## config.mk

```make
export PLATFORM = sky130hd
export DESIGN_NAME = ssca_queue
export DESIGN_NICKNAME = d
export VERILOG_FILES = /design/src/rtl/core/ssca_pkg.sv /design/src/rtl/core/ssca_queue.sv
export SDC_FILE = /design/constraint.sdc
export NUM_CORES = 1
export LEC_CHECK = 0
export BUFFER_PORTS_ARGS = -buffer_cell sky130_fd_sc_hd__buf_2
export CAP_MARGIN = 20
export CORE_MARGIN = 5
export CORE_UTILIZATION = 55
export CTS_CLUSTER_DIAMETER = 80
export DETAILED_ROUTE_END_ITERATION = 8
export PLACE_DENSITY = 0.79
export SLEW_MARGIN = 20
export SYNTH_ARGS = -nofsm -noshare
export SYNTH_HDL_FRONTEND = slang
export SYNTH_SLANG_ARGS = --single-unit
```

## constraint.sdc

```tcl
create_clock -name clk -period 3.93 [get_ports clk]
set_input_delay 0.5895 -clock clk [delete_from_list [all_inputs] [get_ports clk]]
set_output_delay 0.5895 -clock clk [all_outputs]
set_load 0.01 [all_outputs]
```

## src/rtl/core/ssca_pkg.sv

```systemverilog
package ssca_pkg;

  localparam int N_BUCKETS_DEF   = 8;
  localparam int MAX_BLOCKS_DEF  = 1024;
  localparam int POOL_SLOTS      = 8;
  localparam int SIZE_W          = 16;
  localparam int BB_W            = 17;
  localparam int CNT_MAX_W       = 13;
  localparam int OFF_W           = BB_W + CNT_MAX_W;
  localparam int ADDR_W          = 48;
  localparam int ALIGN_MAX_LOG   = 12;
  localparam int SETTLE_CYCLES   = POOL_SLOTS + 3;
  localparam int QUEUE_DEPTH     = 2;
  localparam int APB_AW          = 6;
  localparam int APB_DW          = 64;

  localparam logic CMD_ALLOC = 1'b0;
  localparam logic CMD_FREE  = 1'b1;

  typedef enum logic [2:0] {
    REG_SIZES_LO   = 3'd0,
    REG_SIZES_HI   = 3'd1,
    REG_BUCKET_CNT = 3'd2,
    REG_ALIGN_LOG2 = 3'd3,
    REG_HEAP_BASE  = 3'd4
  } reg_idx_t;

  typedef enum logic [2:0] {
    ST_OK        = 3'd0,
    ST_ZERO_SIZE = 3'd1,
    ST_ALIGN     = 3'd2,
    ST_NO_FIT    = 3'd3,
    ST_EMPTY     = 3'd4,
    ST_OUTSIDE   = 3'd5,
    ST_FULL      = 3'd6
  } status_t;

  typedef enum logic [1:0] {
    K_FINAL = 2'd0,
    K_ALLOC = 2'd1,
    K_FREE  = 2'd2
  } kind_t;

  typedef struct packed {
    logic        cmd;
    logic [31:0] req_size;
    logic [12:0] req_align;
    logic [47:0] free_address;
  } in_t;

  typedef struct packed {
    logic [47:0] block_address;
    logic [2:0]  bucket;
    logic [2:0]  status;
  } out_t;

  typedef struct packed {
    kind_t              kind;
    logic [2:0]         pool;
    status_t            status;
    logic [OFF_W-1:0]   off;
  } qent_t;

  function automatic logic [CNT_MAX_W-1:0] block_total(input logic [SIZE_W-1:0] s);
    logic [CNT_MAX_W-1:0] n;
    if (s <= 16'd32)        n = 13'd1024;
    else if (s <= 16'd128)  n = 13'd512;
    else if (s <= 16'd512)  n = 13'd256;
    else if (s <= 16'd2048) n = 13'd128;
    else                    n = 13'd64;
    return n;
  endfunction

  function automatic logic [BB_W-1:0] block_bytes(input logic [SIZE_W-1:0] s,
                                                  input logic [3:0] al);
    logic [BB_W-1:0] b;
    logic [BB_W-1:0] a;
    b = (s < 16'd8) ? 17'd8 : {1'b0, s};
    a = 17'd1 << al;
    return (b + a - 17'd1) & ~(a - 17'd1);
  endfunction

endpackage

```

## src/rtl/core/ssca_queue.sv

```systemverilog
module ssca_queue
  import ssca_pkg::*;
(
  input  logic  clk,
  input  logic  rst_n,
  input  logic  push,
  input  qent_t push_data,
  output logic  full,
  input  logic  pop,
  output qent_t pop_data,
  output logic  empty
);

  localparam int PW = $clog2(QUEUE_DEPTH);
  localparam int CW = $clog2(QUEUE_DEPTH + 1);

  qent_t          mem_r [QUEUE_DEPTH];
  logic [PW-1:0]  wp_r, wp_nxt, rp_r, rp_nxt;
  logic [CW-1:0]  cnt_r, cnt_nxt;

  assign full     = (cnt_r == CW'(QUEUE_DEPTH));
  assign empty    = (cnt_r == '0);
  assign pop_data = mem_r[rp_r];

  always_comb begin
    wp_nxt  = push ? ((wp_r == PW'(QUEUE_DEPTH - 1)) ? '0 : wp_r + 1'b1) : wp_r;
    rp_nxt  = pop  ? ((rp_r == PW'(QUEUE_DEPTH - 1)) ? '0 : rp_r + 1'b1) : rp_r;
    cnt_nxt = cnt_r + CW'(push) - CW'(pop);
  end

  always_ff @(posedge clk) begin
    if (!rst_n) begin
      wp_r  <= '0;
      rp_r  <= '0;
      cnt_r <= '0;
    end else begin
      wp_r  <= wp_nxt;
      rp_r  <= rp_nxt;
      cnt_r <= cnt_nxt;
    end
  end

  always_ff @(posedge clk) begin
    if (push) mem_r[wp_r] <= push_data;
  end

endmodule

```

Word-level counts from Yosys, hierarchy flattened
Memory sizes are Yosys's and may differ from the RTL's. A register that Yosys moved wholly into a read port is not among the register bits. Index checks and enable logic that the tools add are counted.

RAM bits: 76. Memories: 1. Output and inout bits: 40. Word-level logic and storage cells: 16. Input port bits: 42. Register bits after elaboration: 4.

Memory list: mem_r (words 2, width 38, rd ports 1, clocked after memory_dff 1, wr ports 1, RTL line ssca_queue.sv:17) `qent_t mem_r [QUEUE_DEPTH];`.

Reductions and logical operators: 1. Muxes and demuxes: 6. Equality and inequality tests: 1. Add/sub/neg operators: 4.

Operator list (count): $mux 1 (6); $add 1x1->1 const B (2); $add 2x1->2 (1); $eq 2x2->1 const B (1); $logic_not 2->1 (1); $sub 2x1->2 (1).

Logic depth before layout (Yosys ltp)
Depth in word-level cells: 4. Depth in mapped cells: 6. Gate-level depth less buffers: 6.

Worst setup path after synthesis
OpenSTA, ideal clock, no wires.

Kind: input to register. Start point: input port push. End point: memory mem_r[0][0] (netlist bit) (enable). Data arrival time: 2.324 ns. Setup time: 0.439 ns. Slack: 1.167 ns. Data required time: 3.491 ns. Cell stages on the path: 1. Buffers on the path: 0. Cell sequence: nor2b_1.

Word-level cells in the longest chain between the ends: 2.

Ends and longest elaborated chain: from (decl) (RTL line ssca_queue.sv:6) `input logic push,`; $mux 1 (RTL line ssca_queue.sv:44) `if (push) mem_r[wp_r] <= push_data;`; $mux 1 (not written as such) (RTL line ssca_queue.sv:44); to (decl) (RTL line ssca_queue.sv:17).

No other way between the ends.

==> impl_metrics.json <==
{
  "initial_core_util_pct": 56.1,
  "worst_ep_arrival_time_ns": 1.75,
  "r2r-end": "mem_r[1][10]$_DFFE_PP_",
  "cts_buffers": 9,
  "intPower_mw": 1.47,
  "dr.pass1.iters": 4,
  "switching_share_pct": 21.1,
  "clk_pin_slew_ns": 0.08,
  "critPathSlowestCell": "dfxtp_2",
  "worst-setup-path-type": "reg -> out",
  "power.share.clock_pct": 33.5,
  "switchingPower_mw": 0.394,
  "holdPathStages": 1,
  "synth_ff_type": "edfxtp_1",
  "fin_nets": 273,
  "crit_family": "flip-flops",
  "hold_end": "mem_r[1][29]$_DFFE_PP_",
  "gr-total-overflow": 0,
  "crit_buf_inv": 2,
  "clock.fmax_mhz": 427,
  "fin_skew_ns": 0.00668,
  "synth.most_common_cell": "edfxtp_1",
  "routedWlPerCell_um": 15.5,
  "seq_power_share_pct": 54.6,
  "die_height_um": 84.5,
  "min_period_ns": 2.34,
  "synth_nets": 183,
  "cts_max_level": 3,
  "period_share_pct": 59.6,
  "area_growth_pct": 23.8,
  "synth_area_um2": 3050,
  "clk_path_buf_depth": 2,
  "port_buffers": 81,
  "wl_um": 4740,
  "synth_warnings": 0,
  "yosys-top-cells-area": "edfxtp_1 (75%), mux2_4 (9.8%), mux2_2 (6.6%)",
  "die_w_um": 84.5,
  "rsz0062_at_grt": "no",
  "fin_setup_tns_ns": 0,
  "cts_hold_buf": 0,
  "die_area_um2": 7130,
  "drv_cap": 0,
  "core_area_um2": 5440,
  "ys_types": 14,
  "critPathRequiredTime_ns": 3.34,
  "setup_viol": 0,
  "worstPathMaxFanout": 21,
  "grt_pass1_wl_um": 7560,
  "clk_latency_ns": 0.33,
  "ys_seq_area_share_pct": 78.1,
  "final_area_um2": 3770,
  "cts_tree": "built",
  "regArea_um2": 2380,
  "dpl.hpwl_um": 3090,
  "diodes": 0,
  "crit_chain": "buf_12 > mux2_2 > buf_2",
  "cp-start-kind": "register",
  "n_fill_cell": 368,
  "drv_slew": 0,
  "setup_ws_ns": 1.59,
  "rrSetupSlack_ns": 2.38,
  "synthTopCellsByCount": "edfxtp_1 (76), mux2_4 (20), mux2_2 (18)",
  "postRouteAntennaNets": 0,
  "p_leak_nw": 1.48,
  "relSlewSlack_pct": 40.8,
  "cts_setup_buffers": 0,
  "via_per_inst": 4.92,
  "clkSinkCount": 81,
  "vias": 1504,
  "cts.repair.resized": 0,
  "power_mw": 1.87,
  "core.rowCount": 27,
  "synthArstFlopShare_pct": 0,
  "syn_area_per_cell_um2": 21.9,
  "end_kind": "output port",
  "grt_max_degree": 40,
  "power_density_nw_per_um2": 494,
  "synth_top_area_cell": "edfxtp_1",
  "final_layout_size_suffix_gt1_share_pct": 58.5,
  "status": "finished clean",
  "cp_slowest_stage_delay_ns": 0.65,
  "drc": 0,
  "synth_edf_count": 76,
  "ys_ff_latch": 81,
  "hold_class": "in -> reg",
  "p_comb_share_pct": 11.9,
  "r2r_start": "wp_r$_SDFFE_PN0P_",
  "grt_pass1_vias": 1664,
  "ios": 82,
  "antenna_found_initial": 0,
  "worst_pin_slew_ns": 0.888,
  "min_from": "push_data[29]",
  "synth_top_area_share_pct": 74.8,
  "drt_iter0_drc": 75,
  "gp_congestion": 0.675,
  "clockRootBuffer": "clkbuf_8",
  "rr_worst_depth": 1,
  "pre_cts_slack_ns": 1.69,
  "finalHoldViolations": 0,
  "grt_usage_pct": 13.9,
  "placed_cell_area_um2": 3520,
  "syn_inst": 139,
  "multi_input_area_um2": 629,
  "max-vdd-ir-drop_v": 0.000385
}
[through the flow]
step	instances	utilization, %	hold slack (ns)
6_report	306	69.4	0.438
5_1_grt	306	69.4	0.411
4_1_cts	304	68.5	0.420
3_5_place_dp	288	64.6	0.573
3_3_place_gp	288	64.6	0.561
2_1_floorplan	139	-	0.555
[flip-flops by register name, indices dropped and copies added, names as in the netlist, named ones only]
| register | count |
|---|---|
| mem_r | 76 |
| cnt_r | 2 |
| wp_r | 1 |
| rp_r | 1 |
[layout make-up]
cell class,instances,area share (%)
multi-input cells,52,16.7
well taps,72,2.39
clock inverters,6,2.19
repair buffers,83,12.0
flip-flops and latches,81,63.2
clock buffers,10,3.38
inverters,2,0.199
[power groups by stage]
stage | Combinational (mW) | Sequential, mW | Clock (mW)
floorplan | 0.144 | 1.03 | 0
global placement | 0.202 | 1.05 | 0
detailed placement | 0.208 | 1.05 | 0
CTS | 0.208 | 1.03 | 0.642
global route | 0.241 | 1.02 | 0.690
finish | 0.221 | 1.02 | 0.625
[layout by cell type, fill, tap and decap left out, types with 2 or more instances in the layout]
| cell | synthesis | final |
|---|---|---|
| mux2_4 | 20 | 20 |
| and2_1 | 4 | 3 |
| ha_1 | 2 | 2 |
| buf_2 | 1 | 81 |
| bufinv_16 | 0 | 2 |
| inv_1 | 2 | 2 |
| clkbuf_8 | 0 | 9 |
| dfxtp_1 | 5 | 4 |
| nor2b_1 | 4 | 3 |
| clkinvlp_4 | 0 | 2 |
| clkinv_1 | 0 | 2 |
| mux2_2 | 18 | 18 |
| edfxtp_1 | 76 | 76 |
[per-layer routing]
layer  global-route usage (%)  vias to the layer above  part of all wire [%]
met3                     4.02                       10                   6.3
met2                     24.7                       53                    54
met1                     14.9                      726                    38
met4                     7.34                        0                   2.1
met5                        0                        -                     0
li1                         -                      715                     -
[kinds of logic after synthesis]
kind of cell / Yosys count / synth area share, %
xor+xnor: 2 / 1.03
compound gates: 1 / 0.246
buf+inv: 6 / 1.52
mux: 38 / 16.5
flops: 81 / 78.1
fa+ha+maj: 2 / 0.821
simple gates: 9 / 1.76
[worst max-delay path by stage]
stage / start / slack (ns) / to / cells after the start
detailed placement: register / 1.69 / pop_data[37] / 2
finish: register / 1.59 / pop_data[37] / 3
floorplan: push / 1.17 / mem_r[0][0]$_DFFE_PP_ / 1
global route: register / 1.50 / pop_data[33] / 3
CTS: register / 1.31 / pop_data[37] / 2
global placement: register / 1.70 / pop_data[0] / 2
Note: power is estimated with default switching activity, not from simulation.
