### config.mk
export PLATFORM = sky130hd
export DESIGN_NAME = ssca_front
export DESIGN_NICKNAME = d
export VERILOG_FILES = /design/src/rtl/core/ssca_pkg.sv /design/src/rtl/core/ssca_front.sv
export SDC_FILE = /design/constraint.sdc
export NUM_CORES = 2
export LEC_CHECK = 0
export ABC_AREA = 0
export BUFFER_PORTS_ARGS = -buffer_cell sky130_fd_sc_hd__clkbuf_2
export CORE_AREA = 4 4 341 343
export CTS_BUF_LIST = sky130_fd_sc_hd__clkbuf_16
export CTS_CLUSTER_DIAMETER = 40
export CTS_CLUSTER_SIZE = 30
export DETAILED_ROUTE_END_ITERATION = 8
export DIE_AREA = 0 0 345 347
export HOLD_SLACK_MARGIN = 0.15
export PLACE_DENSITY = 0.55
export RECOVER_POWER = 25
export SETUP_SLACK_MARGIN = 0.2
export SYNTH_ARGS = -nofsm -noshare
export SYNTH_HDL_FRONTEND = slang
export SYNTH_SLANG_ARGS = --single-unit
### constraint.sdc
create_clock -name clk -period 23.6 [get_ports clk]
set_clock_uncertainty 0.2 [all_clocks]
set_input_delay 2.36 -clock clk [delete_from_list [all_inputs] [get_ports clk]]
set_output_delay 2.36 -clock clk [all_outputs]
set_load 0.02 [all_outputs]
### src/rtl/core/ssca_pkg.sv
package ssca_pkg;

  localparam int N_BUCKETS_DEF   = 8;
  localparam int MAX_BLOCKS_DEF  = 1024;
  localparam int POOL_SLOTS      = 8;
  localparam int SIZE_W          = 16;
  localparam int BB_W            = 17;
  localparam int CNT_MAX_W       = 13;
  localparam int OFF_W           = BB_W + CNT_MAX_W;
  localparam int ADDR_W          = 48;
  localparam int ALIGN_MAX_LOG   = 12;
  localparam int SETTLE_CYCLES   = POOL_SLOTS + 3;
  localparam int QUEUE_DEPTH     = 2;
  localparam int APB_AW          = 6;
  localparam int APB_DW          = 64;

  localparam logic CMD_ALLOC = 1'b0;
  localparam logic CMD_FREE  = 1'b1;

  typedef enum logic [2:0] {
    REG_SIZES_LO   = 3'd0,
    REG_SIZES_HI   = 3'd1,
    REG_BUCKET_CNT = 3'd2,
    REG_ALIGN_LOG2 = 3'd3,
    REG_HEAP_BASE  = 3'd4
  } reg_idx_t;

  typedef enum logic [2:0] {
    ST_OK        = 3'd0,
    ST_ZERO_SIZE = 3'd1,
    ST_ALIGN     = 3'd2,
    ST_NO_FIT    = 3'd3,
    ST_EMPTY     = 3'd4,
    ST_OUTSIDE   = 3'd5,
    ST_FULL      = 3'd6
  } status_t;

  typedef enum logic [1:0] {
    K_FINAL = 2'd0,
    K_ALLOC = 2'd1,
    K_FREE  = 2'd2
  } kind_t;

  typedef struct packed {
    logic        cmd;
    logic [31:0] req_size;
    logic [12:0] req_align;
    logic [47:0] free_address;
  } in_t;

  typedef struct packed {
    logic [47:0] block_address;
    logic [2:0]  bucket;
    logic [2:0]  status;
  } out_t;

  typedef struct packed {
    kind_t              kind;
    logic [2:0]         pool;
    status_t            status;
    logic [OFF_W-1:0]   off;
  } qent_t;

  function automatic logic [CNT_MAX_W-1:0] block_total(input logic [SIZE_W-1:0] s);
    logic [CNT_MAX_W-1:0] n;
    if (s <= 16'd32)        n = 13'd1024;
    else if (s <= 16'd128)  n = 13'd512;
    else if (s <= 16'd512)  n = 13'd256;
    else if (s <= 16'd2048) n = 13'd128;
    else                    n = 13'd64;
    return n;
  endfunction

  function automatic logic [BB_W-1:0] block_bytes(input logic [SIZE_W-1:0] s,
                                                  input logic [3:0] al);
    logic [BB_W-1:0] b;
    logic [BB_W-1:0] a;
    b = (s < 16'd8) ? 17'd8 : {1'b0, s};
    a = 17'd1 << al;
    return (b + a - 17'd1) & ~(a - 17'd1);
  endfunction

endpackage

### src/rtl/core/ssca_front.sv
module ssca_front
  import ssca_pkg::*;
#(
  parameter int MAX_BLOCKS = MAX_BLOCKS_DEF,
  parameter int CNT_W      = $clog2(MAX_BLOCKS + 1),
  parameter int LEN_W      = BB_W + CNT_W
) (
  input  logic                clk,
  input  logic                rst_n,
  input  logic                in_valid,
  output logic                in_stall,
  input  in_t                 in_data,
  input  logic [SIZE_W-1:0]   size_i  [POOL_SLOTS],
  input  logic [LEN_W-1:0]    len_i   [POOL_SLOTS],
  input  logic [ADDR_W-1:0]   start_i [POOL_SLOTS],
  input  logic [3:0]          n_use_i,
  input  logic [12:0]         align_bytes_i,
  input  logic                busy_i,
  output logic                q_push,
  output qent_t               q_data,
  input  logic                q_full
);

  logic              fv_r, fv_nxt;
  in_t               item_r;
  logic              accept;
  logic [POOL_SLOTS-1:0] fit;
  logic [3:0]        lo, hi, mid;
  logic [ADDR_W-1:0] off [POOL_SLOTS];
  logic              found;

  assign in_stall = busy_i | (fv_r & q_full);
  assign accept   = in_valid & ~in_stall;
  assign q_push   = fv_r & ~q_full;
  assign fv_nxt   = accept ? 1'b1 : (q_push ? 1'b0 : fv_r);

  always_ff @(posedge clk) begin
    if (!rst_n) fv_r <= 1'b0;
    else        fv_r <= fv_nxt;
  end

  always_ff @(posedge clk) begin
    if (accept) item_r <= in_data;
  end

  always_comb begin
    for (int i = 0; i < POOL_SLOTS; i++) begin
      fit[i] = item_r.req_size <= {16'd0, size_i[i]};
      off[i] = item_r.free_address - start_i[i];
    end
  end

  always_comb begin
    lo = '0;
    hi = n_use_i;
    mid = '0;
    for (int k = 0; k < 4; k++) begin
      if (lo < hi) begin
        mid = lo + ((hi - lo) >> 1);
        if (fit[mid[2:0]]) hi = mid;
        else               lo = mid + 4'd1;
      end
    end
  end

  always_comb begin
    q_data = '{kind: K_FINAL, pool: 3'd0, status: ST_OK, off: '0};
    found  = 1'b0;
    if (item_r.cmd == CMD_ALLOC) begin
      if (item_r.req_size == '0) begin
        q_data.status = ST_ZERO_SIZE;
      end else if (item_r.req_align > align_bytes_i) begin
        q_data.status = ST_ALIGN;
      end else if (lo >= n_use_i) begin
        q_data.status = ST_NO_FIT;
      end else begin
        q_data.kind = K_ALLOC;
        q_data.pool = lo[2:0];
      end
    end else begin
      for (int i = 0; i < POOL_SLOTS; i++) begin
        if (!found && (4'(i) < n_use_i) &&
            (off[i] < {{(ADDR_W-LEN_W){1'b0}}, len_i[i]})) begin
          found       = 1'b1;
          q_data.kind = K_FREE;
          q_data.pool = 3'(i);
          q_data.off  = OFF_W'(off[i]);
        end
      end
      if (!found) q_data.status = ST_OUTSIDE;
    end
  end

endmodule

## Word-level counts from Yosys, hierarchy flattened

Index checks and enable logic that the tools add are counted.

- Register bits after elaboration: 95
- Input bits: 852
- Output and inout port bits: 40
- Word-level logic and storage cells: 151

- Add/subtract/negate cells: 18
- Order comparisons: 33
- Multiplexer cells: 65
- Bitwise operators: 6
- Reduce and logical (&&, ||, !) cells: 24

Operators by type and width:

| kind | count |
|---|---|
| $lt A48 B28 Y1 | 8 |
| $sub A48 B48 Y48 | 8 |
| $mux W30 | 9 |
| $le A32 B16 Y1 | 8 |
| $mux W4 | 16 |
| $mux W5 | 9 |
| $logic_not A32 Y1 | 1 |
| $mux W1 | 22 |
| $lt A3 B4 Y1 const A | 4 |
| $lt A3 B4 Y1 const B | 4 |
| $logic_and A1 B1 Y1 | 15 |
| $gt A13 B13 Y1 | 1 |
| $add A4 B1 Y4 const B | 3 |
| $add A4 B3 Y4 | 3 |
| $bmux W1 S3 | 4 |
| $lt A4 B4 Y1 | 3 |
| $sub A4 B4 Y4 | 3 |
| $lt A1 B4 Y1 const A | 2 |
| $lt A2 B4 Y1 const A | 2 |
| $mux W8 | 1 |
| $logic_not A1 Y1 | 7 |
| $mux W2 | 3 |
| $add A3 B1 Y4 const B | 1 |
| $ge A4 B4 Y1 | 1 |
| 5 further kinds | 8 |

## Depth between registers and ports, before layout

- Depth after elaboration: 42
- Gate-level depth with buffers: 57
- Mapped depth without buffers: 57

## Worst setup path before layout

No wires, ideal clock.

- Path kind: input -> output
- Start point: in size_i[126] in the netlist's numbering
- End point: out q_data[34] in the netlist's numbering
- Data arrival time: 13.902 ns
- Data required time: 21.040 ns
- Setup slack: 7.138 ns
- Stages: 52
- Buffers on the path: 0
- Cells stage by stage: inv_1 -> ha_1 -> nand4_1 -> or3_1 -> a21oi_1 -> a2111oi_0 -> or2_1 -> mux2_2 -> o2bb2ai_1 -> nor2_1 -> and3_1 -> ha_1 -> inv_1 -> fa_1 -> ha_1 -> inv_1 -> fa_1 -> xnor2_1 -> [... 16 more ...] -> xor2_1 -> inv_1 -> ha_1 -> a21oi_1 -> xnor2_1 -> mux4_2 -> mux2i_1 -> o211ai_2 -> mux2i_1 -> ha_1 -> nand2b_1 -> a21o_1 -> a21o_1 -> a21oi_1 -> nor2b_1 -> nand2b_1 -> inv_1 -> a22o_1

RTL lines:

| element | RTL line | RTL |
|---|---|---|
| start, declared | ssca_front.sv:13 | `input logic [SIZE_W-1:0] size_i [POOL_SLOTS],` |
| end, declared | ssca_front.sv:20 | `output qent_t q_data,` |

==> results.yml <==
run_status:
  outcome: "finished clean"
finish:
  syn_to_final_growth_pct: 16.6
  nets: 8081
  num-fill-cells: 12400
  final_util_pct: 40.5
  drive_above_1_share_pct: 16.1
floorplanning:
  rows: 124
  start_util_pct: 34.8
  die_x_um: 345
  core_region_area_um2: 114000
  die_area_um2: 120000
  fp.dieH_um: 347
  ios: 892
clock_network:
  cts.path.max_buffers: 2
  cts_hold_buf: 0
  cts_num_sinks: 95
  clk_latency_ps: 450
  cts_tree: "yes"
  htreeDepth: 3
  cts_root_buf: "clkbuf_16"
  cts_resized: 0
  path_clk_slew_ps: 90
  cts_made_buffers: 9
  post_cts_buffers: 0
power:
  swShare_pct: 55.1
  p_per_area_nw_per_um2: 53.6
  clock_power_share_pct: 7.9
  p_int_mw: 1.11
  seqPwrFrac_pct: 8.4
  p_leak_nw: 23.6
  ir_drop_uv: 177
  p_sw_mw: 1.36
  total_power_mw: 2.47
  combPwrFrac_pct: 83.7
synth:
  yosys-mux-area-fraction_pct: 1.23
  ys_warn_count: 0
  synth_seq_area_share_pct: 7.20
  synth_top_cell_area_share_pct: 24.1
  ys_seq_elements: 95
  synth_area_leaders: "ha_1, inv_1, edfxtp_1"
  synth_common_cells: "inv_1, ha_1, a21oi_1"
  synth_xor_area_share_pct: 7.32
  synth_edf_count: 94
  netlist_area_um2: 39500
  yosysTopAreaCell: "ha_1"
  synth_compound_area_share_pct: 29.3
  synthSimpleGateAreaFrac_pct: 20.2
  synthDistinctLibCells: 93
  yosys_most_used_dff: "edfxtp_1"
  synth_most_common_cell: "inv_1"
  synth_top_family_by_area: "compound AO/OA/AOI/OAI gates"
  synthAdderAreaFrac_pct: 24.8
  postSynth.asyncResetShare_pct: 0
  postSynthAreaPerCell_um2: 6.99
  postSynthCellCount: 5651
setup_path:
  slowest_delay_ps: 550
  cp.arrival_ps: 15760
  critPathKind: "primary input to output pin"
  cp_slowest_cell: "fa_1"
  crit_fanout: 7
  end_kind: "output pin"
  crit_top_cell: "inv_1"
  timing.rr.start: "fv_r"
  required_ps: 21040
  cp_top_family: "adder cells"
  start_kind: "primary input"
  startpoint: "size_i[123]"
  critPathBufInv: 12
global_routing:
  grt_use_total_pct: 35.6
  grt_first_pass_wirelength_um: 314000
  grt_start_max_net_pins: 54
  overflow: 0
  antenna_found_initial: 32
  grt_pass1_vias: 45900
run:
  drv_cap: 0
routing:
  wl_um: 225000
  vias_per_cell: 5.96
  drtIter0Drc: 4013
  drt-pass1-iter-count: 6
  drc: 0
  ant_nets: 0
  wire_per_inst_um: 28.1
  dr_total_vias: 47700
timing:
  fmax_mhz: 54.6
  final.setup.tns_ps: 0
  final-hold-violation-count: 0
  finalSetupViolCount: 0
  max_slew_margin_pct: 10.2
  tightestPinTransition_ps: 1330
  worst_slack_ps: 5280
  fin_crit_ps: 18320
  rsz0062_at_grt: "false"
  drv_slew: 0
  period_share_pct: 77.6
placement:
  dp_hpwl_um: 197000
  portBuffers: 889
  gp_congestion: 1.00
  dpl_worst_slack_ps: 5540
worst_hold_path:
  hp-start: "fv_r"
  hp-class: "flip-flop to flip-flop"
worst min-delay path, cell delays in order, from the launching register on:
cell and delay [ps]:
dfxtp_1 330, a21oi_1 120, nor2b_1 50
metal layers:
layer / vias to the layer above / share of wire, % / track usage [%]
li1: 22200 / - / -
met1: 22800 / 41 / 45.1
met2: 2292 / 46 / 58.8
met3: 368 / 8.3 / 6.67
met4: 14 / 4.9 / 15.9
met5: - / 0.039 / 0
path summary, 6_finish.rpt:
path              depth (start not counted)  slack [ps]          to
setup / recovery                         56        5280  q_data[34]
setup reg to reg                          3       21060   item_r[9]
hold / removal                            2         330        fv_r
hold reg to reg                           2         330        fv_r
area by class of cell:
type / count / area (um2) / area share, %
clock buffers: 9 / 225 / 0.489
flip-flops and latches: 95 / 2840 / 6.17
multi-input cells: 4532 / 32800 / 71.2
well taps: 1512 / 1890 / 4.11
clock inverters: 7 / 81.3 / 0.177
repair buffers: 949 / 4900 / 10.6
diodes: 24 / 60.1 / 0.130
inverters: 867 / 3250 / 7.07
metrics by stage:
step	hold WS, ps	cells	instance area (um2)
detailed placement	320	7955	45700
global placement	322	7955	45700
finish	332	7995	46100
CTS	332	7971	46000
global route	373	7987	46000
floorplan	293	5652	39500
cell families after synthesis:
family / count (synthesis)
other: 1
multiplexers: 43
AND/OR/NAND/NOR: 1590
adder cells (fa/ha/maj): 775
buffers and inverters: 1025
XOR/XNOR: 330
AO/OA/AOI/OAI: 1792
flip-flops: 95
flip-flops by register name, indices dropped and copies added (netlist names):
register / count
item_r: 94
fv_r: 1
power groups by stage:
stage / combinational [mW] / clock (mW) / sequential [mW]
6_report: 2.07 / 0.195 / 0.207
3_5_place_dp: 2.02 / 0 / 0.210
2_1_floorplan: 1.43 / 0 / 0.207
4_1_cts: 2.03 / 0.200 / 0.206
3_3_place_gp: 2.02 / 0 / 0.210
5_1_grt: 2.27 / 0.202 / 0.207
placed cells by master, fill, tap and decap left out, types with 17 or more instances in the layout:
cell and instances:
nand3_1 124, a21oi_1 552, ha_1 762, inv_1 866, a221o_1 24, nor2_1 322
o21bai_1 59, a21boi_0 22, o21a_1 85, a211o_1 21, diode_2 24, mux2i_1 25
or3_1 19, nand2b_1 50, a31oi_1 51, buf_4 60, a2111oi_0 29, and2_1 51
nand4_1 181, nor3_1 109, and3_1 57, xnor2_1 202, a211oi_1 81, nor4_1 59
edfxtp_1 94, or2_2 17, a22o_1 21, o2111ai_1 23, o31ai_1 19, clkbuf_2 888
a21o_1 152, o211ai_1 67, nor2b_1 58, a221oi_1 19, nand2_1 443, and4_1 23
xor2_1 128, o21ai_0 374
No activity file was read; power rests on OpenSTA's default activity.
