[src/rtl/core/ssca_pkg.sv]
package ssca_pkg;

  localparam int N_BUCKETS_DEF   = 8;
  localparam int MAX_BLOCKS_DEF  = 1024;
  localparam int POOL_SLOTS      = 8;
  localparam int SIZE_W          = 16;
  localparam int BB_W            = 17;
  localparam int CNT_MAX_W       = 13;
  localparam int OFF_W           = BB_W + CNT_MAX_W;
  localparam int ADDR_W          = 48;
  localparam int ALIGN_MAX_LOG   = 12;
  localparam int SETTLE_CYCLES   = POOL_SLOTS + 3;
  localparam int QUEUE_DEPTH     = 2;
  localparam int APB_AW          = 6;
  localparam int APB_DW          = 64;

  localparam logic CMD_ALLOC = 1'b0;
  localparam logic CMD_FREE  = 1'b1;

  typedef enum logic [2:0] {
    REG_SIZES_LO   = 3'd0,
    REG_SIZES_HI   = 3'd1,
    REG_BUCKET_CNT = 3'd2,
    REG_ALIGN_LOG2 = 3'd3,
    REG_HEAP_BASE  = 3'd4
  } reg_idx_t;

  typedef enum logic [2:0] {
    ST_OK        = 3'd0,
    ST_ZERO_SIZE = 3'd1,
    ST_ALIGN     = 3'd2,
    ST_NO_FIT    = 3'd3,
    ST_EMPTY     = 3'd4,
    ST_OUTSIDE   = 3'd5,
    ST_FULL      = 3'd6
  } status_t;

  typedef enum logic [1:0] {
    K_FINAL = 2'd0,
    K_ALLOC = 2'd1,
    K_FREE  = 2'd2
  } kind_t;

  typedef struct packed {
    logic        cmd;
    logic [31:0] req_size;
    logic [12:0] req_align;
    logic [47:0] free_address;
  } in_t;

  typedef struct packed {
    logic [47:0] block_address;
    logic [2:0]  bucket;
    logic [2:0]  status;
  } out_t;

  typedef struct packed {
    kind_t              kind;
    logic [2:0]         pool;
    status_t            status;
    logic [OFF_W-1:0]   off;
  } qent_t;

  function automatic logic [CNT_MAX_W-1:0] block_total(input logic [SIZE_W-1:0] s);
    logic [CNT_MAX_W-1:0] n;
    if (s <= 16'd32)        n = 13'd1024;
    else if (s <= 16'd128)  n = 13'd512;
    else if (s <= 16'd512)  n = 13'd256;
    else if (s <= 16'd2048) n = 13'd128;
    else                    n = 13'd64;
    return n;
  endfunction

  function automatic logic [BB_W-1:0] block_bytes(input logic [SIZE_W-1:0] s,
                                                  input logic [3:0] al);
    logic [BB_W-1:0] b;
    logic [BB_W-1:0] a;
    b = (s < 16'd8) ? 17'd8 : {1'b0, s};
    a = 17'd1 << al;
    return (b + a - 17'd1) & ~(a - 17'd1);
  endfunction

endpackage

[src/rtl/core/ssca_cfg.sv]
module ssca_cfg
  import ssca_pkg::*;
#(
  parameter int POOLS      = N_BUCKETS_DEF,
  parameter int MAX_BLOCKS = MAX_BLOCKS_DEF,
  parameter int CNT_W      = $clog2(MAX_BLOCKS + 1),
  parameter int LEN_W      = BB_W + CNT_W
) (
  input  logic                clk,
  input  logic                rst_n,
  input  logic                cfg_psel,
  input  logic                cfg_penable,
  input  logic                cfg_pwrite,
  input  logic [APB_AW-1:0]   cfg_paddr,
  input  logic [APB_DW-1:0]   cfg_pwdata,
  output logic [APB_DW-1:0]   cfg_prdata,
  output logic                cfg_pready,
  output logic [SIZE_W-1:0]   size_o  [POOL_SLOTS],
  output logic [BB_W-1:0]     bb_o    [POOL_SLOTS],
  output logic [CNT_W-1:0]    tot_o   [POOL_SLOTS],
  output logic [LEN_W-1:0]    len_o   [POOL_SLOTS],
  output logic [ADDR_W-1:0]   start_o [POOL_SLOTS],
  output logic [3:0]          n_use_o,
  output logic [12:0]         align_bytes_o,
  output logic                busy_o
);

  localparam int BSY_W = $clog2(SETTLE_CYCLES + 1);

  logic [63:0]       sizes_lo_r, sizes_lo_nxt;
  logic [63:0]       sizes_hi_r, sizes_hi_nxt;
  logic [3:0]        bcnt_r, bcnt_nxt;
  logic [3:0]        alog_r, alog_nxt;
  logic [ADDR_W-1:0] base_r, base_nxt;
  logic [BSY_W-1:0]  busy_r, busy_nxt;
  logic [BB_W-1:0]   bb_r    [POOL_SLOTS];
  logic [CNT_W-1:0]  tot_r   [POOL_SLOTS];
  logic [LEN_W-1:0]  len_r   [POOL_SLOTS];
  logic [ADDR_W-1:0] start_r [POOL_SLOTS];
  logic [3:0]        al_sat;
  logic              wr;
  reg_idx_t          idx;

  assign wr      = cfg_psel & cfg_penable & cfg_pwrite & cfg_pready;
  assign idx     = reg_idx_t'(cfg_paddr[5:3]);
  assign cfg_pready = 1'b1;
  assign al_sat  = (alog_r > 4'(ALIGN_MAX_LOG)) ? 4'(ALIGN_MAX_LOG) : alog_r;

  always_comb begin
    sizes_lo_nxt = sizes_lo_r;
    sizes_hi_nxt = sizes_hi_r;
    bcnt_nxt     = bcnt_r;
    alog_nxt     = alog_r;
    base_nxt     = base_r;
    busy_nxt     = (busy_r != '0) ? busy_r - 1'b1 : busy_r;
    if (wr) begin
      unique case (idx)
        REG_SIZES_LO: begin
          sizes_lo_nxt = cfg_pwdata;
          busy_nxt = BSY_W'(SETTLE_CYCLES);
        end
        REG_SIZES_HI: begin
          sizes_hi_nxt = cfg_pwdata;
          busy_nxt = BSY_W'(SETTLE_CYCLES);
        end
        REG_BUCKET_CNT: begin
          bcnt_nxt = cfg_pwdata[3:0];
          busy_nxt = BSY_W'(SETTLE_CYCLES);
        end
        REG_ALIGN_LOG2: begin
          alog_nxt = cfg_pwdata[3:0];
          busy_nxt = BSY_W'(SETTLE_CYCLES);
        end
        REG_HEAP_BASE: begin
          base_nxt = cfg_pwdata[ADDR_W-1:0];
          busy_nxt = BSY_W'(SETTLE_CYCLES);
        end
        default: ;
      endcase
    end
  end

  always_ff @(posedge clk) begin
    if (!rst_n) begin
      sizes_lo_r <= 64'h0080_0040_0020_0010;
      sizes_hi_r <= 64'h0800_0400_0200_0100;
      bcnt_r     <= 4'd8;
      alog_r     <= 4'd4;
      base_r     <= '0;
      busy_r     <= BSY_W'(SETTLE_CYCLES);
    end else begin
      sizes_lo_r <= sizes_lo_nxt;
      sizes_hi_r <= sizes_hi_nxt;
      bcnt_r     <= bcnt_nxt;
      alog_r     <= alog_nxt;
      base_r     <= base_nxt;
      busy_r     <= busy_nxt;
    end
  end

  always_comb begin
    for (int i = 0; i < POOL_SLOTS; i++) begin
      size_o[i] = (i < 4) ? sizes_lo_r[16*(i%4) +: 16] : sizes_hi_r[16*(i%4) +: 16];
    end
  end

  // geometry settles through a registered chain of pool starts
  always_ff @(posedge clk) begin
    for (int i = 0; i < POOL_SLOTS; i++) begin
      logic [CNT_MAX_W-1:0] n;
      n = block_total(size_o[i]);
      bb_r[i]  <= block_bytes(size_o[i], al_sat);
      tot_r[i] <= CNT_W'((n > CNT_MAX_W'(MAX_BLOCKS)) ? CNT_MAX_W'(MAX_BLOCKS) : n);
      len_r[i] <= {{(LEN_W-BB_W){1'b0}}, bb_r[i]} * {{(LEN_W-CNT_W){1'b0}}, tot_r[i]};
    end
    start_r[0] <= base_r;
    for (int i = 1; i < POOL_SLOTS; i++) begin
      start_r[i] <= start_r[i-1] + {{(ADDR_W-LEN_W){1'b0}}, len_r[i-1]};
    end
  end

  always_comb begin
    for (int i = 0; i < POOL_SLOTS; i++) begin
      bb_o[i]    = bb_r[i];
      tot_o[i]   = tot_r[i];
      len_o[i]   = len_r[i];
      start_o[i] = start_r[i];
    end
  end

  assign n_use_o       = (bcnt_r > 4'(POOLS)) ? 4'(POOLS) : bcnt_r;
  assign align_bytes_o = 13'd1 << al_sat;
  assign busy_o        = (busy_r != '0);

  always_comb begin
    unique case (idx)
      REG_SIZES_LO:   cfg_prdata = sizes_lo_r;
      REG_SIZES_HI:   cfg_prdata = sizes_hi_r;
      REG_BUCKET_CNT: cfg_prdata = {60'd0, bcnt_r};
      REG_ALIGN_LOG2: cfg_prdata = {60'd0, alog_r};
      REG_HEAP_BASE:  cfg_prdata = {16'd0, base_r};
      default:        cfg_prdata = '0;
    endcase
  end

endmodule

[config.mk]
export PLATFORM = sky130hd
export DESIGN_NAME = ssca_cfg
export DESIGN_NICKNAME = d
export VERILOG_FILES = /design/src/rtl/core/ssca_pkg.sv /design/src/rtl/core/ssca_cfg.sv
export SDC_FILE = /design/constraint.sdc
export NUM_CORES = 2
export LEC_CHECK = 0
export BUFFER_PORTS_ARGS = -buffer_cell sky130_fd_sc_hd__buf_2
export CORE_AREA = 8 8 430 432
export DETAILED_ROUTE_END_ITERATION = 16
export DIE_AREA = 0 0 438 440
export PLACE_DENSITY = 0.62
export SLEW_MARGIN = 20
export SYNTH_ARGS = -nofsm -noshare
export SYNTH_HDL_FRONTEND = slang
export SYNTH_SLANG_ARGS = --single-unit
[constraint.sdc]
create_clock -name clk -period 6.3 [get_ports clk]
set_clock_uncertainty 0.2 [all_clocks]
set_input_delay 1.89 -clock clk [delete_from_list [all_inputs] [get_ports clk]]
set_output_delay 1.89 -clock clk [all_outputs]
set_load 0.005 [all_outputs]
After elaboration in Yosys (flattened, before gate mapping)
Memory sizes are Yosys's and may differ from the RTL's.
Cells that the tools add are included.

operators by class
  add/subtract/negate cells = 25
  $mul = 8
  $lt $le $gt $ge = 50
  equal/unequal tests = 4
  shift operators = 2
  mux-type cells = 54
  bitwise logic cells = 11
  reduce and logical (&&, ||, !) cells = 8

operators with widths
  kind                                                              number
  adder 48 x 28 -> 48 bit                                           7
  one-hot mux 64 bit (5 select lines)                               1
  multiplier 17 x 11 -> 28 bit                                      8
  2-to-1 mux 11 bit                                                 16
  subtractor 17 x 1 -> 17 bit, second input constant                9
  adder 16 x 17 -> 17 bit                                           8
  bitwise AND 17 bit                                                8
  less-or-equal comparator 16 x 10 -> 1 bit, second input constant  8
  less-or-equal comparator 16 x 12 -> 1 bit, second input constant  8
  less-or-equal comparator 16 x 6 -> 1 bit, second input constant   8
  less-or-equal comparator 16 x 8 -> 1 bit, second input constant   8
  less-than comparator 16 x 4 -> 1 bit, second input constant       8
  2-to-1 mux 16 bit                                                 8
  > comparator 13 x 11 -> 1 bit, second input constant              8
  2-to-1 mux 10 bit                                                 8
  2-to-1 mux 9 bit                                                  8
  2-to-1 mux 8 bit                                                  8
  2-to-1 mux 4 bit                                                  5
  NOT 17 bit                                                        1
  left shift 1 x 4 -> 17 bit, first input constant                  1
  left shift 1 x 4 -> 13 bit, first input constant                  1
  AND reduction 2 bit                                               5
  > comparator 4 bit, second input constant                         2
  == test 3 x 2 -> 1 bit, second input constant                     2
  other kinds (7)                                                   8

storage, ports and cells
  register bits after elaboration = 188
  memory bits (writable) = 832
  output and inout port bits = 1043
  memories = 4

memory list
  name     depth  width  rd ports  clocked after memory_dff  wr ports  line            source
  start_r  8      48     8         0                         8         ssca_cfg.sv:39  logic [ADDR_W-1:0] start_r [POOL_SLOTS];
  len_r    8      28     8         0                         8         ssca_cfg.sv:38  logic [LEN_W-1:0] len_r [POOL_SLOTS];
  bb_r     8      17     8         0                         8         ssca_cfg.sv:36  logic [BB_W-1:0] bb_r [POOL_SLOTS];
  tot_r    8      11     8         0                         8         ssca_cfg.sv:37  logic [CNT_W-1:0] tot_r [POOL_SLOTS];

Logic depth before layout (Yosys ltp)
  depth after elaboration = 7
  mapped depth = 22

Worst setup path before layout
OpenSTA, ideal clock, no wires.

  path kind = flip-flop to flip-flop
  start point = memory tot_r[0][43] in the netlist's numbering
  end point = memory len_r[0][111] in the netlist's numbering
  arrival time = 5335 ps
  required time = 6021 ps
  slack = 686 ps
  cell stages (with the launch flop) = 20
  clock period less this slack = 5614 ps
  cell sequence = dfxtp_1 > clkbuf_1 > nand2_1 > fa_1 > fa_1 > inv_1 > fa_1 > ha_1 > ha_1 > ha_1 > fa_1 > a21o_1 > a21oi_2 > nor2b_1 > o21a_1 > o41ai_4 > o21ai_1 > or4_1 > a2111o_1 > o211ai_1

RTL lines
  what                line
  start: declaration  ssca_cfg.sv:37
  end: declaration    ssca_cfg.sv:38

==> key figures <==
Global route
  – GRT Total Usage: 0.266
  – Initial antenna violation count: 23
  – Vias in the first global route: 56245
  – GRT overflow: 0
  – Largest net degree at the start of global routing: 69
  – First-pass GRT wire length: 381000 µm

Clocking
  – Post-CTS resize count: 0
  – Total CTS buffers: 108
  – CTS tree: done
  – Setup Buffers After CTS: 0
  – Hold_buf cts: 0
  – Clock sink count: 924
  – Max clock buf depth: 3
  – Clock transition at the registers of the reported paths: 0.07 ns
  – Clock Latency Late Sink: 0.78 ns
  – Root buffer cell: clkbuf_16
  – CTS H-Tree Depth: 3

STA
  – Final Critical Period: 5.84 ns
  – Max frequency: 171 MHz
  – TNS Setup: 0 ns
  – Hold_ws: 0.137 ns
  – Worst rel slew slack: 0.253
  – Setup repair after global routing missed its margin: false
  – Final hold vios: 0
  – Period utilization: 0.927
  – Final setup violation count: 0
  – Final-report max-slew violation count: 0
  – Worst-Margin Slew: 1.12 ns

Route
  – Initial DRT Pass Iterations: 5
  – Via/cell ratio: 5.09
  – WL/cell: 24.1 µm
  – Via count: 56503
  – Routed Antenna Nets: 0
  – DRC: 0
  – Drt total wl: 268000 µm
  – 1st-iter DRT viols: 3747

Synth
  – Synthesis warning total: 0
  – Yosys cell types: 84
  – Main synth FF type: dfxtp_1
  – EDFF count, synth: 0
  – Cell count after synthesis: 7552
  – #FFs+latches synth: 924
  – Mapped Area: 67700 µm²
  – Post-synth ARST share: 0
  – Seq/Total Area, Yosys: 0.273
  – Mean post-synth cell area: 8.97 µm²

Worst setup path
  – Startpoint type of the worst setup path: flop
  – Critical Path RT: 6.77 ns
  – Crit Path Class: flop to flop
  – Crit path max fanout: 14
  – Crit path DAT: 6.31 ns
  – FF-to-FF setup slack: 0.46 ns
  – Worst setup EP type: flop

Placement
  – Area after DPL: 75800 µm²
  – Hpwl dp: 225000 µm
  – Dpl cells: 10886
  – Port Buffers: 1017
  – RePlAce Congestion: 0.967

Job
  – Max-Cap Viols: 0

Power and ir drop
  – VDD IR max: 0.000214 V
  – Comb power frac: 0.250
  – Pleak: 42.2 nW
  – Sequential share of power: 0.392
  – PwrDens: 236 nW/µm²
  – Total internal power: 12.4 mW
  – Sw Ratio: 0.340
  – Clock power frac: 0.358
  – NetSw: 6.37 mW

Final layout
  – Fillers: 17444
  – Fin cells: 11100
  – Layout overhead on the synthesized area: 17.6%
  – Post-layout instance area: 79600 µm²
  – Register area: 18500 µm²
  – Share of layout cells above drive strength 1: 0.161
  – Post-Route Utilization: 0.448
  – Multi-input gate area: 44500 µm²
  – Nets: 10103

Floorplanning
  – Die H: 440 µm
  – Core Area: 178000 µm²
  – Starting Density: 0.381
  – Die width: 438 µm
  – Die area: 193000 µm²
  – FP Rows: 155
  – I/O pin total: 1118

Run status
  – Outcome: completed

Worst hold path
  – Tightest Hold Check Type: flop to flop
## per-stage QoR
| stage | power (mW) | setup slack (ns) |
|---|---|---|
| after global placement | 12.1 | 0.502 |
| final | 18.8 | 0.460 |
| after global routing | 19.7 | 0.0159 |
| after detailed placement | 12.2 | 0.468 |
| after floorplan | 9.94 | 0.686 |
| after CTS | 18.9 | 0.434 |
## cell type report
class,count,area share
multi-input cells,5440,0.559
flip-flops and latches,924,0.232
repair buffers,1113,0.0734
inverters,1054,0.0497
clock buffers,146,0.0385
well taps,2355,0.0370
clock inverters,55,0.00951
diodes,13,0.000409
## layer usage
layer	share of wire	GRT usage	up-vias
li1	-	-	26706
met1	0.39	0.310	27146
met2	0.47	0.457	2068
met3	0.067	0.0526	577
met4	0.071	0.154	6
met5	0.000097	0	-
## synthesized netlist by cell type, drive strengths merged, types with 120 or more instances
cell    number  area, µm²
ha        1004      12600
a21o       129        971
buf        124        837
a21boi     185       1390
fa         383       7670
nand2      690       2590
nor2       417       1570
inv       1053       3950
a21oi      299       1520
nand3      120        621
and2       643       4020
xnor2      356       3120
xor2       144       1260
clkbuf     129        484
dfxtp      924      18500
## layout by cell type (no fill, tap or decap), types with 15 or more instances in the layout
cell type     n
xnor2_1     355
clkinv_2     17
nand4_1      42
clkbuf_8     22
a21o_1      127
clkbuf_16   108
o211ai_1     15
fa_1        383
a31o_2       18
nor2b_1      49
buf_4        96
ha_1       1004
o21bai_1     59
mux2i_1      60
a22o_1       18
or3_1        30
nor4_1       30
a21oi_1     291
nand2_1     683
and3_1       72
and2_1      641
buf_2      1015
conb_1      121
dfxtp_1     923
a31oi_1      44
clkbuf_1     16
nor3_1       84
nand2b_1     33
o21a_1       41
a21boi_0    184
o21ai_0     109
or2_2        24
a211oi_1     30
nand3_1     112
o31ai_1      32
nor2_1      417
xor2_1      144
inv_1      1053
## critical path, cell delays in order (launching register included)
cell      delay, ns
dfxtp_1        0.50
buf_4          0.26
and2_1         0.17
fa_1           0.45
fa_1           0.52
fa_1           0.49
ha_1           0.31
ha_1           0.34
fa_1           0.46
a21o_1         0.20
a21oi_2        0.17
nor2b_1        0.06
o21a_1         0.21
o41ai_4        0.31
o21ai_1        0.16
or4_1          0.45
a2111o_1       0.39
o211ai_1       0.09
## power by group through the flow
stage / clock network, mW / logic (mW) / registers (mW)
3_3_place_gp: 0 / 4.59 / 7.50
5_1_grt: 7.08 / 5.19 / 7.40
3_5_place_dp: 0 / 4.65 / 7.51
6_report: 6.72 / 4.69 / 7.37
4_1_cts: 6.85 / 4.69 / 7.38
2_1_floorplan: 0 / 2.96 / 6.99
## cell families (layout without fill, tap and decap cells)
kind of cell / count (synthesis) / in the layout / synth area share
flops: 924 / 924 / 0.273
fa+ha+maj: 1387 / 1387 / 0.299
xor+xnor: 500 / 500 / 0.0647
other cells: 2 / 134 / 0.000111
compound gates: 1077 / 1077 / 0.107
buf+inv: 1307 / 2368 / 0.0779
simple gates: 2294 / 2294 / 0.169
mux: 61 / 61 / 0.00903
## state kept, by name (all words and copies together) (netlist names)
register    cells
alog_r          4
base_r         48
bb_r          136
bcnt_r          4
busy_r          4
len_r         176
sizes_hi_r     64
sizes_lo_r     64
start_r       384
tot_r          40
## worst paths after layout
| kind | startpoint | end | depth (start not counted) |
|---|---|---|---|
| worst min-delay path | start_r[0][144] | start_r[1][0] | 0 |
| worst max register to register | tot_r[0][42] | len_r[0][111] | 17 |
| worst max-delay path | tot_r[0][42] | len_r[0][111] | 17 |
| worst min register to register | start_r[0][144] | start_r[1][0] | 0 |
No activity file was read; power rests on OpenSTA's default activity.
